### config.mk
export PLATFORM = sky130hd
export DESIGN_NAME = can_motor_feedback_decoder_core
export DESIGN_NICKNAME = d
export VERILOG_FILES = /design/src/rtl/core/cmfd_pkg.sv /design/src/rtl/core/cmfd_cfg.sv /design/src/rtl/core/cmfd_front.sv /design/src/rtl/core/cmfd_queue.sv /design/src/rtl/core/cmfd_back.sv /design/src/rtl/core/can_motor_feedback_decoder_core.sv
export SDC_FILE = /design/constraint.sdc
export NUM_CORES = 1
export LEC_CHECK = 0
export BUFFER_PORTS_ARGS = -buffer_cell sky130_fd_sc_hd__buf_4
export CAP_MARGIN = 20
export CORE_ASPECT_RATIO = 0.5
export CORE_MARGIN = 10
export CORE_UTILIZATION = 35
export DETAILED_ROUTE_END_ITERATION = 8
export GPL_TIMING_DRIVEN = 0
export SYNTH_ARGS = -nofsm -noshare
export SYNTH_HDL_FRONTEND = slang
export SYNTH_HIERARCHICAL = 1
export SYNTH_SLANG_ARGS = --single-unit
export TNS_END_PERCENT = 5
### constraint.sdc
create_clock -name clk -period 21.7 [get_ports clk]
set_input_delay 4.34 -clock clk [delete_from_list [all_inputs] [get_ports clk]]
set_output_delay 4.34 -clock clk [all_outputs]
set_load 0.03 [all_outputs]
### src/rtl/core/cmfd_pkg.sv
package cmfd_pkg;

  localparam int ID_W     = 11;
  localparam int CAL_W    = 6;
  localparam int PERIOD_W = 16;
  localparam int CIDX_W   = 3;
  localparam int CDATA_W  = 16;
  localparam int IN_TDATA_W  = 80;
  localparam int OUT_TDATA_W = 144;
  localparam int OUT_TUSER_W = 4;

  // Register indexes on the configuration port.
  localparam logic [CIDX_W-1:0] REG_CHASSIS_LEFT  = 3'd0;
  localparam logic [CIDX_W-1:0] REG_CHASSIS_RIGHT = 3'd1;
  localparam logic [CIDX_W-1:0] REG_GIMBAL_LEFT   = 3'd2;
  localparam logic [CIDX_W-1:0] REG_GIMBAL_RIGHT  = 3'd3;
  localparam logic [CIDX_W-1:0] REG_CALIB_COUNT   = 3'd4;
  localparam logic [CIDX_W-1:0] REG_LED_PERIOD    = 3'd5;

  // Chassis opcodes in payload byte 0.
  localparam logic [7:0] OP_GAINS  = 8'h30;
  localparam logic [7:0] OP_STATUS = 8'hA1;

  // Result frame kinds.
  localparam logic [2:0] KIND_IGNORED   = 3'd0;
  localparam logic [2:0] KIND_ALIVE     = 3'd1;
  localparam logic [2:0] KIND_GAINS     = 3'd2;
  localparam logic [2:0] KIND_STATUS    = 3'd3;
  localparam logic [2:0] KIND_CALIBRATE = 3'd4;
  localparam logic [2:0] KIND_MEASURE   = 3'd5;

  localparam logic [5:0]  CALIB_MAX = 6'd63;
  localparam logic signed [16:0] HALF_TURN_POS = 17'sd4096;
  localparam logic signed [16:0] HALF_TURN_NEG = -17'sd4096;

  typedef struct packed {
    logic [ID_W-1:0]     chassis_left_id;
    logic [ID_W-1:0]     chassis_right_id;
    logic [ID_W-1:0]     gimbal_left_id;
    logic [ID_W-1:0]     gimbal_right_id;
    logic [CAL_W-1:0]    calibrate_count;
    logic [PERIOD_W-1:0] led_period;
  } cmfd_cfg_t;

  // Classified frame as it travels from the front end to the back end.
  // A gimbal frame carries KIND_CALIBRATE; the back end decides whether it
  // still calibrates or already measures.
  typedef struct packed {
    logic [2:0]  kind;
    logic        side;
    logic        led;
    logic [63:0] payload;
  } cmfd_item_t;

  typedef struct packed {
    logic not_empty;
    logic full;
  } cmfd_qstat_t;

endpackage

### src/rtl/core/cmfd_cfg.sv
module cmfd_cfg
  import cmfd_pkg::*;
(
  input  logic                 clk,
  input  logic                 rst_n,
  input  logic                 wr_en,
  input  logic [CIDX_W-1:0]    wr_index,
  input  logic [CDATA_W-1:0]   wr_data,
  output cmfd_cfg_t            cfg
);

  cmfd_cfg_t cfg_r;
  cmfd_cfg_t cfg_nxt;

  always_comb begin
    cfg_nxt = cfg_r;
    if (wr_en) begin
      case (wr_index)
        REG_CHASSIS_LEFT:  cfg_nxt.chassis_left_id  = wr_data[ID_W-1:0];
        REG_CHASSIS_RIGHT: cfg_nxt.chassis_right_id = wr_data[ID_W-1:0];
        REG_GIMBAL_LEFT:   cfg_nxt.gimbal_left_id   = wr_data[ID_W-1:0];
        REG_GIMBAL_RIGHT:  cfg_nxt.gimbal_right_id  = wr_data[ID_W-1:0];
        REG_CALIB_COUNT:   cfg_nxt.calibrate_count  = wr_data[CAL_W-1:0];
        REG_LED_PERIOD:    cfg_nxt.led_period       = wr_data[PERIOD_W-1:0];
        default: ;
      endcase
    end
  end

  always_ff @(posedge clk) begin
    if (!rst_n) begin
      cfg_r.chassis_left_id  <= 11'd321;
      cfg_r.chassis_right_id <= 11'd322;
      cfg_r.gimbal_left_id   <= 11'd517;
      cfg_r.gimbal_right_id  <= 11'd518;
      cfg_r.calibrate_count  <= 6'd50;
      cfg_r.led_period       <= 16'd500;
    end else begin
      cfg_r <= cfg_nxt;
    end
  end

  assign cfg = cfg_r;

endmodule

### src/rtl/core/cmfd_front.sv
module cmfd_front
  import cmfd_pkg::*;
(
  input  logic             clk,
  input  logic             rst_n,
  input  cmfd_cfg_t        cfg,
  input  logic             accept,
  input  logic             bus_select,
  input  logic [ID_W-1:0]  std_id,
  input  logic [63:0]      payload,
  output cmfd_item_t       item
);

  logic [15:0] frame_cnt_r;
  logic [15:0] frame_cnt_nxt;
  logic [15:0] cnt_inc;
  logic        led;
  logic        hit_cl, hit_cr, hit_gl, hit_gr;
  logic [7:0]  opcode;

  // The frame counter only moves on bus one, but the period compare runs
  // for every frame.
  always_comb begin
    cnt_inc       = bus_select ? frame_cnt_r : frame_cnt_r + 16'd1;
    led           = (cnt_inc == cfg.led_period);
    frame_cnt_nxt = led ? 16'd0 : cnt_inc;
  end

  always_ff @(posedge clk) begin
    if (!rst_n) begin
      frame_cnt_r <= 16'd0;
    end else if (accept) begin
      frame_cnt_r <= frame_cnt_nxt;
    end
  end

  assign hit_cl = (std_id == cfg.chassis_left_id);
  assign hit_cr = (std_id == cfg.chassis_right_id);
  assign hit_gl = (std_id == cfg.gimbal_left_id);
  assign hit_gr = (std_id == cfg.gimbal_right_id);
  assign opcode = payload[63:56];

  // First match in register order wins.
  always_comb begin
    item.kind    = KIND_IGNORED;
    item.side    = 1'b0;
    item.led     = led;
    item.payload = payload;
    if (!bus_select) begin
      if (hit_cl || hit_cr) begin
        item.side = !hit_cl;
        if (opcode == OP_GAINS) begin
          item.kind = KIND_GAINS;
        end else if (opcode == OP_STATUS) begin
          item.kind = KIND_STATUS;
        end else begin
          item.kind = KIND_ALIVE;
        end
      end else if (hit_gl || hit_gr) begin
        item.side = !hit_gl;
        item.kind = KIND_CALIBRATE;
      end
    end
  end

endmodule

### src/rtl/core/cmfd_queue.sv
module cmfd_queue
  import cmfd_pkg::*;
#(
  parameter int DEPTH = 2
) (
  input  logic        clk,
  input  logic        rst_n,
  input  logic        push,
  input  cmfd_item_t  push_item,
  input  logic        pop,
  output cmfd_item_t  head,
  output cmfd_qstat_t stat
);

  localparam int PTR_W = (DEPTH > 1) ? $clog2(DEPTH) : 1;
  localparam int CNT_W = $clog2(DEPTH + 1);
  localparam logic [PTR_W-1:0] LAST = PTR_W'(DEPTH - 1);
  localparam logic [CNT_W-1:0] FULL = CNT_W'(DEPTH);

  cmfd_item_t        mem_r [DEPTH];
  logic [PTR_W-1:0]  wr_ptr_r, wr_ptr_nxt;
  logic [PTR_W-1:0]  rd_ptr_r, rd_ptr_nxt;
  logic [CNT_W-1:0]  cnt_r, cnt_nxt;

  always_comb begin
    wr_ptr_nxt = wr_ptr_r;
    rd_ptr_nxt = rd_ptr_r;
    cnt_nxt    = cnt_r;
    if (push) begin
      wr_ptr_nxt = (wr_ptr_r == LAST) ? '0 : wr_ptr_r + PTR_W'(1);
    end
    if (pop) begin
      rd_ptr_nxt = (rd_ptr_r == LAST) ? '0 : rd_ptr_r + PTR_W'(1);
    end
    if (push && !pop) begin
      cnt_nxt = cnt_r + CNT_W'(1);
    end else if (pop && !push) begin
      cnt_nxt = cnt_r - CNT_W'(1);
    end
  end

  always_ff @(posedge clk) begin
    if (!rst_n) begin
      wr_ptr_r <= '0;
      rd_ptr_r <= '0;
      cnt_r    <= '0;
    end else begin
      wr_ptr_r <= wr_ptr_nxt;
      rd_ptr_r <= rd_ptr_nxt;
      cnt_r    <= cnt_nxt;
    end
  end

  always_ff @(posedge clk) begin
    if (push) begin
      mem_r[wr_ptr_r] <= push_item;
    end
  end

  assign head           = mem_r[rd_ptr_r];
  assign stat.not_empty = (cnt_r != '0);
  assign stat.full      = (cnt_r == FULL);

endmodule

### src/rtl/core/cmfd_back.sv
module cmfd_back
  import cmfd_pkg::*;
(
  input  logic                   clk,
  input  logic                   rst_n,
  input  cmfd_cfg_t              cfg,
  input  logic                   item_valid,
  input  cmfd_item_t             item,
  output logic                   item_pop,
  output logic                   out_valid,
  input  logic                   out_ready,
  output logic [OUT_TUSER_W-1:0] out_user,
  output logic [OUT_TDATA_W-1:0] out_data
);

  logic [5:0]  calib_cnt_r [2];
  logic [15:0] last_ang_r  [2];
  logic [15:0] offset_r    [2];
  logic [31:0] turns_r     [2];

  logic        out_valid_r;
  logic [2:0]  kind_r, kind_nxt;
  logic        side_r, led_r;
  logic [15:0] ang_r, ang_nxt;
  logic [15:0] spd_r, spd_nxt;
  logic [15:0] cur_r, cur_nxt;
  logic [7:0]  aux_r, aux_nxt;
  logic [31:0] tot_r, tot_nxt;
  logic [47:0] gains_r, gains_nxt;

  logic        advance;
  logic        gimbal;
  logic        calib;
  logic        s;
  logic [15:0] g_ang;
  logic signed [16:0] step;
  logic [31:0] turns_nxt;
  logic [5:0]  calib_cnt_nxt;
  logic [63:0] p;

  assign advance  = item_valid && (!out_valid_r || out_ready);
  assign item_pop = advance;

  assign p      = item.payload;
  assign s      = item.side;
  assign gimbal = (item.kind == KIND_CALIBRATE);
  assign g_ang  = p[63:48];
  assign calib  = (calib_cnt_r[s] <= cfg.calibrate_count);
  assign step   = $signed({1'b0, g_ang}) - $signed({1'b0, last_ang_r[s]});
  assign calib_cnt_nxt = (calib_cnt_r[s] < CALIB_MAX) ? calib_cnt_r[s] + 6'd1
                                                      : calib_cnt_r[s];

  always_comb begin
    turns_nxt = turns_r[s];
    if (step > HALF_TURN_POS) begin
      turns_nxt = turns_r[s] - 32'd1;
    end else if (step < HALF_TURN_NEG) begin
      turns_nxt = turns_r[s] + 32'd1;
    end
  end

  always_comb begin
    kind_nxt  = item.kind;
    ang_nxt   = '0;
    spd_nxt   = '0;
    cur_nxt   = '0;
    aux_nxt   = '0;
    tot_nxt   = '0;
    gains_nxt = '0;
    case (item.kind)
      KIND_GAINS: begin
        gains_nxt = p[47:0];
      end
      KIND_STATUS: begin
        aux_nxt = p[55:48];
        cur_nxt = {p[39:32], p[47:40]};
        spd_nxt = {p[23:16], p[31:24]};
        ang_nxt = {p[7:0],   p[15:8]};
      end
      KIND_CALIBRATE: begin
        ang_nxt = g_ang;
        if (!calib) begin
          kind_nxt = KIND_MEASURE;
          spd_nxt  = p[47:32];
          cur_nxt  = p[31:16];
          aux_nxt  = p[15:8];
          tot_nxt  = {turns_nxt[18:0], 13'd0} + {16'd0, g_ang} - {16'd0, offset_r[s]};
        end
      end
      default: ;
    endcase
  end

  // Per-motor unwrap state.
  always_ff @(posedge clk) begin
    if (!rst_n) begin
      calib_cnt_r[0] <= '0;
      calib_cnt_r[1] <= '0;
      last_ang_r[0]  <= '0;
      last_ang_r[1]  <= '0;
      offset_r[0]    <= '0;
      offset_r[1]    <= '0;
      turns_r[0]     <= '0;
      turns_r[1]     <= '0;
    end else if (advance && gimbal) begin
      calib_cnt_r[s] <= calib_cnt_nxt;
      last_ang_r[s]  <= g_ang;
      if (calib) begin
        offset_r[s] <= g_ang;
      end else begin
        turns_r[s] <= turns_nxt;
      end
    end
  end

  always_ff @(posedge clk) begin
    if (!rst_n) begin
      out_valid_r <= 1'b0;
    end else if (advance) begin
      out_valid_r <= 1'b1;
    end else if (out_ready) begin
      out_valid_r <= 1'b0;
    end
  end

  always_ff @(posedge clk) begin
    if (advance) begin
      kind_r  <= kind_nxt;
      side_r  <= item.side;
      led_r   <= item.led;
      ang_r   <= ang_nxt;
      spd_r   <= spd_nxt;
      cur_r   <= cur_nxt;
      aux_r   <= aux_nxt;
      tot_r   <= tot_nxt;
      gains_r <= gains_nxt;
    end
  end

  assign out_valid = out_valid_r;
  assign out_user  = {side_r, kind_r};
  assign out_data  = {7'd0, gains_r, tot_r, aux_r, cur_r, spd_r, ang_r, led_r};

endmodule

### src/rtl/core/can_motor_feedback_decoder_core.sv
// Decoder for motor feedback frames received over CAN. Each input item is one
// frame (bus select, 11-bit standard identifier, eight payload bytes) and gives
// exactly one result item: chassis frames report link-alive, PID gain bytes or
// little-endian status words; gimbal frames first capture the angle offset for
// calibrate_count+1 frames per motor, then report big-endian angle, speed, raw
// current and hall byte, with the angle unwrapped into a 32-bit multi-turn total.
// led_toggle rises every led_period bus-one frames. A front end matches the
// identifier and opcode and keeps the frame counter, a small queue follows, and
// a back end holds the per-motor unwrap state and the output register. One item
// is taken per clock cycle while the queue is not full; an accepted input passes
// through the queue and then the output register, and the queue lets the input
// take up to QUEUE_DEPTH more items while a result waits on the output.
// Identifier and period registers are written through the cfg_ port (always
// ready) and must only change while no frame is in flight.
module can_motor_feedback_decoder_core
  import cmfd_pkg::*;
#(
  parameter int QUEUE_DEPTH = 2
) (
  input  logic                   clk,
  input  logic                   rst_n,
  // Input frames.
  input  logic                   in_tvalid,
  output logic                   in_tready,
  input  logic                   in_tuser,   // [0] bus_select
  input  logic [IN_TDATA_W-1:0]  in_tdata,   // [10:0] std_id, [74:11] payload
  // Decoded results.
  output logic                   out_tvalid,
  input  logic                   out_tready,
  output logic [OUT_TUSER_W-1:0] out_tuser,  // [2:0] frame_kind, [3] motor_side
  output logic [OUT_TDATA_W-1:0] out_tdata,  // [0] led_toggle, [16:1] angle_value,
                                             // [32:17] speed_value,
                                             // [48:33] current_value,
                                             // [56:49] aux_byte,
                                             // [88:57] multi_turn_angle,
                                             // [136:89] gain_bytes
  // Register writes.
  input  logic                   cfg_valid,
  output logic                   cfg_ready,
  input  logic [CIDX_W-1:0]      cfg_index,
  input  logic [CDATA_W-1:0]     cfg_data
);

  cmfd_cfg_t   cfg;
  cmfd_item_t  front_item;
  cmfd_item_t  q_head;
  cmfd_qstat_t q_stat;
  logic        in_accept;
  logic        q_pop;

  assign cfg_ready = 1'b1;
  assign in_tready = !q_stat.full;
  assign in_accept = in_tvalid && in_tready;

  cmfd_cfg u_cfg (
    .clk      (clk),
    .rst_n    (rst_n),
    .wr_en    (cfg_valid && cfg_ready),
    .wr_index (cfg_index),
    .wr_data  (cfg_data),
    .cfg      (cfg)
  );

  // Identifier match, opcode classification and the LED frame counter.
  cmfd_front u_front (
    .clk        (clk),
    .rst_n      (rst_n),
    .cfg        (cfg),
    .accept     (in_accept),
    .bus_select (in_tuser),
    .std_id     (in_tdata[10:0]),
    .payload    (in_tdata[74:11]),
    .item       (front_item)
  );

  cmfd_queue #(
    .DEPTH (QUEUE_DEPTH)
  ) u_queue (
    .clk       (clk),
    .rst_n     (rst_n),
    .push      (in_accept),
    .push_item (front_item),
    .pop       (q_pop),
    .head      (q_head),
    .stat      (q_stat)
  );

  // Field extraction, calibration and angle unwrap, then the output register.
  cmfd_back u_back (
    .clk        (clk),
    .rst_n      (rst_n),
    .cfg        (cfg),
    .item_valid (q_stat.not_empty),
    .item       (q_head),
    .item_pop   (q_pop),
    .out_valid  (out_tvalid),
    .out_ready  (out_tready),
    .out_user   (out_tuser),
    .out_data   (out_tdata)
  );

  // An item accepted into an empty design passes the queue and the output register and then shows up as a result.
  a_latency: assert property (@(posedge clk) disable iff (!rst_n)
    in_accept && !q_stat.not_empty && !out_tvalid |-> ##2 out_tvalid)
    else $error("accepted item did not reach the output");

  // Only a measuring gimbal result carries a multi-turn total.
  a_total_only_measure: assert property (@(posedge clk) disable iff (!rst_n)
    out_tvalid && out_tuser[2:0] != KIND_MEASURE |-> out_tdata[88:57] == 32'd0)
    else $error("total angle set on a non-measure result");

  // Ignored frames always report the left side.
  a_ignored_side: assert property (@(posedge clk) disable iff (!rst_n)
    out_tvalid && out_tuser[2:0] == KIND_IGNORED |-> !out_tuser[3])
    else $error("ignored frame with nonzero motor side");

endmodule

== Word-level counts from Yosys, hierarchy flattened ==
Memories as Yosys holds them, arrays and structs flattened. A register that Yosys moved wholly into a read port is not among the register bits.
Cells that the tools add are included.

* Multiplexer cells: 53
* Magnitude comparators: 4
* Eq/ne operators: 16
* $add $sub $neg: 11
* Bitwise operators: 1
* Reductions and logical operators: 29

{| class="wikitable"
|+ Operators with widths
! kind !! count
|-
| 16-bit 2-to-1 mux || 6
|-
| 32-bit 2-to-1 mux || 3
|-
| 16-bit one-hot mux with 2 select lines || 3
|-
| 11-bit == test || 4
|-
| 32-bit by 1-bit adder with 32-bit output, second input constant || 1
|-
| 32-bit by 16-bit adder with 32-bit output || 1
|-
| 16-bit OR reduction || 2
|-
| 32-bit OR reduction || 1
|-
| 32-bit by 1-bit subtractor with 32-bit output, second input constant || 1
|-
| 32-bit by 16-bit subtractor with 32-bit output || 1
|-
| 1-bit 2-to-1 mux || 28
|-
| 17-bit by 14-bit > comparator with 1-bit output, second input constant || 1
|-
| 17-bit by 13-bit < comparator with 1-bit output, second input constant || 1
|-
| 16-bit by 16-bit subtractor with 17-bit output || 1
|-
| 16-bit by 1-bit adder with 16-bit output, second input constant || 1
|-
| 16-bit == test || 1
|-
| 8-bit one-hot mux with 2 select lines || 1
|-
| 3-bit by 2-bit == test with 1-bit output, second input constant || 4
|-
| 4-bit 2-to-1 mux || 3
|-
| 6-bit 2-to-1 mux || 2
|-
| 2-bit AND reduction || 6
|-
| 3-bit == test, second input constant || 3
|-
| 3-bit 2-to-1 mux || 3
|-
| 8-bit by 6-bit == test with 1-bit output, second input constant || 1
|-
| 19 further kinds || 35
|}

* Bits in registers: 228
* Word-level logic and storage cells: 139
* Output and inout port bits: 151
* Memories kept: 5
* Memory bits (writable): 278
* Input bits: 105

{| class="wikitable"
|+ Memory list
! name !! depth !! width !! read ports !! clocked after memory_dff !! wr ports !! RTL line !! text
|-
| u_queue.mem_r || 2 || 69 || 1 || 1 || 1 || cmfd_queue.sv:20 || <nowiki>cmfd_item_t mem_r [DEPTH];</nowiki>
|-
| u_back.turns_r || 2 || 32 || 1 || 0 || 2 || cmfd_back.sv:19 || <nowiki>logic [31:0] turns_r [2];</nowiki>
|-
| u_back.last_ang_r || 2 || 16 || 1 || 0 || 2 || cmfd_back.sv:17 || <nowiki>logic [15:0] last_ang_r [2];</nowiki>
|-
| u_back.offset_r || 2 || 16 || 1 || 0 || 2 || cmfd_back.sv:18 || <nowiki>logic [15:0] offset_r [2];</nowiki>
|-
| u_back.calib_cnt_r || 2 || 6 || 1 || 0 || 2 || cmfd_back.sv:16 || <nowiki>logic [5:0] calib_cnt_r [2];</nowiki>
|}

== Depth between registers and ports, before layout ==
* Word-level depth: 9
* Depth in mapped cells: 36
* Depth with buffers taken out: 26

== Hierarchy ==
The synthesis kept the hierarchy.

{| class="wikitable"
|+ By module, submodules not included
! module !! area an instance (um2) !! sequential area each (um2) !! times used !! cells each
|-
| cmfd_back || 13949.6 || 7677.4 || 1 || 1180
|-
| cmfd_queue || 5240.0 || 4244.1 || 1 || 237
|-
| cmfd_cfg || 2549.9 || 1321.3 || 1 || 246
|-
| cmfd_front || 2427.3 || 320.3 || 1 || 308
|-
| can_motor_feedback_decoder_core || 21.3 || 0.0 || 1 || 4
|}

== Worst setup path before layout ==
No wires, ideal clock.

* Kind: input-to-reg
* From: input port out_tready
* To: memory u_back.offset_r[0][0], enable pin
* Data required time: 21.289 ns
* Buffers on the path: 0
* Setup time: 0.411 ns
* Cell stages on the path: 4
* Setup slack: 7.511 ns
* Arrival: 13.778 ns
* Path through: nor2b_1 -> nor2b_1 -> nand4_1 -> o21ai_0

{| class="wikitable"
|+ RTL lines
! what !! RTL line !! text
|-
| from (decl) || can_motor_feedback_decoder_core.sv:29 || <nowiki>input logic out_tready,</nowiki>
|-
| to (decl) || cmfd_back.sv:18 ||
|}

==> results_dict.tcl <==
set metrics [dict create \
    hold_class "flop to flop" \
    cts_buffers 47 \
    drt-met1-wl_um 27900 \
    fin_ws_ps 10580 \
    fillers 6459 \
    clock_sinks 481 \
    fp.dieW_um 392 \
    firstDrtPassIters 7 \
    syn_inst 1975 \
    path_common_cell "buf_2" \
    status "completed" \
    finalWirelength_um 64900 \
    max_stage_delay_ps 760 \
    die_y_um 206 \
    relSlewSlack_pct 29.9 \
    vias_per_cell 5.05 \
    worst_pin_slew_ps 1050 \
    avgSynthCellArea_um2 12.2 \
    power.density_nw_per_um2 131 \
    wl_per_cell_um 20.4 \
    worstSetupPathType "flop to flop" \
    cts_tree "yes" \
    grt_pass1_vias 16000 \
    crit_slowest_cell "buf_1" \
    coreArea_um2 68700 \
    synthFlopType "edfxtp_1" \
    synthTopCellsByCount "393 x edfxtp_1, 122 x mux2i_1, 122 x nor2_1" \
    synth_edf_count 393 \
    yosys.area.top_type "edfxtp_1" \
    place_congestion 0.833 \
    drc 0 \
    fin_crit_ps 11120 \
    drive_above_1_share_pct 20.9 \
    htree_levels 2 \
    crit_arrival_ps 11440 \
    rsz0062_at_grt "false" \
    fin_nets 2407 \
    fin_skew_ps 35.0 \
    die_area_um2 80700 \
    synth_top_area_share_pct 48.8 \
    met2_length_um 32700 \
    routed.top_layer "met4" \
    grtUsageTotal_pct 15.6 \
    path_clk_slew_ps 60 \
    grt_pass1_wl_um 97400 \
    netlist_area_um2 24200 \
    dp_slack_ps 10580 \
    hold_violations 0 \
    drv_cap 0 \
    grt_max_degree 44 \
    startpoint_type "flop" \
    critical_path.max_fanout 10 \
    vias 16100 \
    ios 256 \
    critical_path_required_ps 22030 \
    p_leak_nw 11.1 \
    clk_latency_ps 600 \
    cts_resized 0 \
    cts_hold_buf 0 \
    endpoint_kind "flop" \
    synth_warnings 6 \
    fin_tns_setup_ps 0 \
    wl_met3_um 2550 \
    drv_slew 0 \
    setup_violations 0 \
    hpwl_um 48100 \
    grt_overflow 0 \
    start_util_pct 35.2 \
    ys_seq_area_share_pct 56.1 \
    syn_to_final_growth_pct 18.2 \
    vdd_drop_max_v 0.0000726 \
    cts_buffer_depth 3 \
    synth.area.top_cells "edfxtp_1 49%, dfxtp_1 7.3%, mux2i_1 5.0%" \
    cts_root_buf "clkbuf_16" \
    synth.ff_latch_count 481 \
    synth.most_common_cell "edfxtp_1" \
    postCtsSetupBuffers 0 \
    postRouteAntennaNets 0 \
    drt_iter0_markers 1039 \
    rows 68 \
    fin_crit_sh_pct 51.2 \
    port_buffers 186 \
    synthArstFlopShare_pct 0 \
    grt_antenna_before_repair 2 \
    fmax_mhz 89.9 \
    yosysUniqueCellTypes 90 \
]
metrics by stage:
step | cells | hold WS, ps | utilization [%] | cell area (um^2) | power, mW
2_1_floorplan | 1981 | 439 | - | 24200 | 2.41
3_3_place_gp | 3077 | 451 | 39.0 | 26700 | 2.95
3_5_place_dp | 3086 | 460 | 39.3 | 27000 | 2.94
4_1_cts | 3174 | 468 | 41.6 | 28600 | 3.79
5_1_grt | 3177 | 488 | 41.6 | 28600 | 3.96
6_report | 3178 | 461 | 41.6 | 28600 | 3.76
final timing paths:
path | startpoint | end | slack [ps] | cells after the start
max | flop | u_back/tot_r[31] | 10580 | 36
min | u_cfg/cfg[19] | u_cfg/cfg[19] | 460 | 2
max reg2reg | flop | u_back/tot_r[31] | 10580 | 36
min reg2reg | u_cfg/cfg[19] | u_cfg/cfg[19] | 460 | 2
flip-flops by register name, indices dropped and copies added (netlist names), 3 cells and up, named ones only:
register / cells
u_queue/mem_r: 138
u_back/offset_r: 32
u_back/kind_r: 3
u_cfg/cfg: 66
u_back/ang_r: 16
u_back/last_ang_r: 32
u_back/spd_r: 16
u_back/turns_r: 38
u_front/frame_cnt_r: 16
u_back/tot_r: 32
u_back/aux_r: 8
u_back/calib_cnt_r: 12
u_back/gains_r: 48
u_back/cur_r: 16
worst max-delay path: cells and delay by family, from the launching register on:
family | cells | cell delay, ps
simple gates | 3 | 680
xor+xnor | 1 | 260
fa+ha+maj | 3 | 1060
mux | 3 | 720
buf+inv | 12 | 4070
flops | 1 | 320
compound gates | 14 | 3730
layout make-up:
cell class / instances / area [um^2] / share of cell area, %
well taps: 910 / 1140 / 3.98
plain buffers: 161 / 953 / 3.33
flip-flops and latches: 481 / 13600 / 47.4
multi-input cells: 1286 / 9520 / 33.3
clock inverters: 25 / 265 / 0.928
diodes: 3 / 7.51 / 0.0263
clock buffers: 63 / 1330 / 4.64
inverters: 53 / 199 / 0.696
repair buffers: 196 / 1620 / 5.66
metal layers:
metal,vias to the layer above,track usage [%]
met2,296,27.8
met1,8013,19.4
li1,7669,-
met3,82,2.26
met4,0,4.87
met5,-,0
layout by cell type (no fill, tap or decap), drive strengths merged, types with 26 or more instances in the layout:
cell type / count
edfxtp: 393
buf: 300
nor2: 123
mux2i: 122
clkbuf: 120
nand2: 116
and2: 114
dfxtp: 88
xor2: 76
mux2: 76
ha: 71
a22o: 57
a21oi: 56
inv: 54
xnor2: 53
nor2b: 48
o21ai: 39
nor3: 38
nand3: 28
a21o: 26
cell families (layout without fill, tap and decap cells):
| family | count (synthesis) | after routing | synth area share [%] |
|---|---|---|---|
| DFF | 481 | 481 | 56.1 |
| xor gates and xnor gates | 130 | 130 | 4.76 |
| adders and majority gates | 76 | 76 | 4.09 |
| muxes | 198 | 198 | 8.74 |
| AOI/OAI and AO/OA | 291 | 291 | 8.71 |
| other | 2 | 11 | 0.0310 |
| and+or+nand+nor | 583 | 583 | 12.8 |
| buffers and inverters | 214 | 498 | 4.76 |
power breakdown:
part	switching, mW	leakage (nW)	internal [mW]	total [mW]
Sequential	0.0639	4.58	1.23	1.29
Combinational	1.01	5.74	0.607	1.62
Clock	0.366	0.781	0.480	0.846
Total	1.44	11.1	2.31	3.76
(Power assumes the default switching activity.)
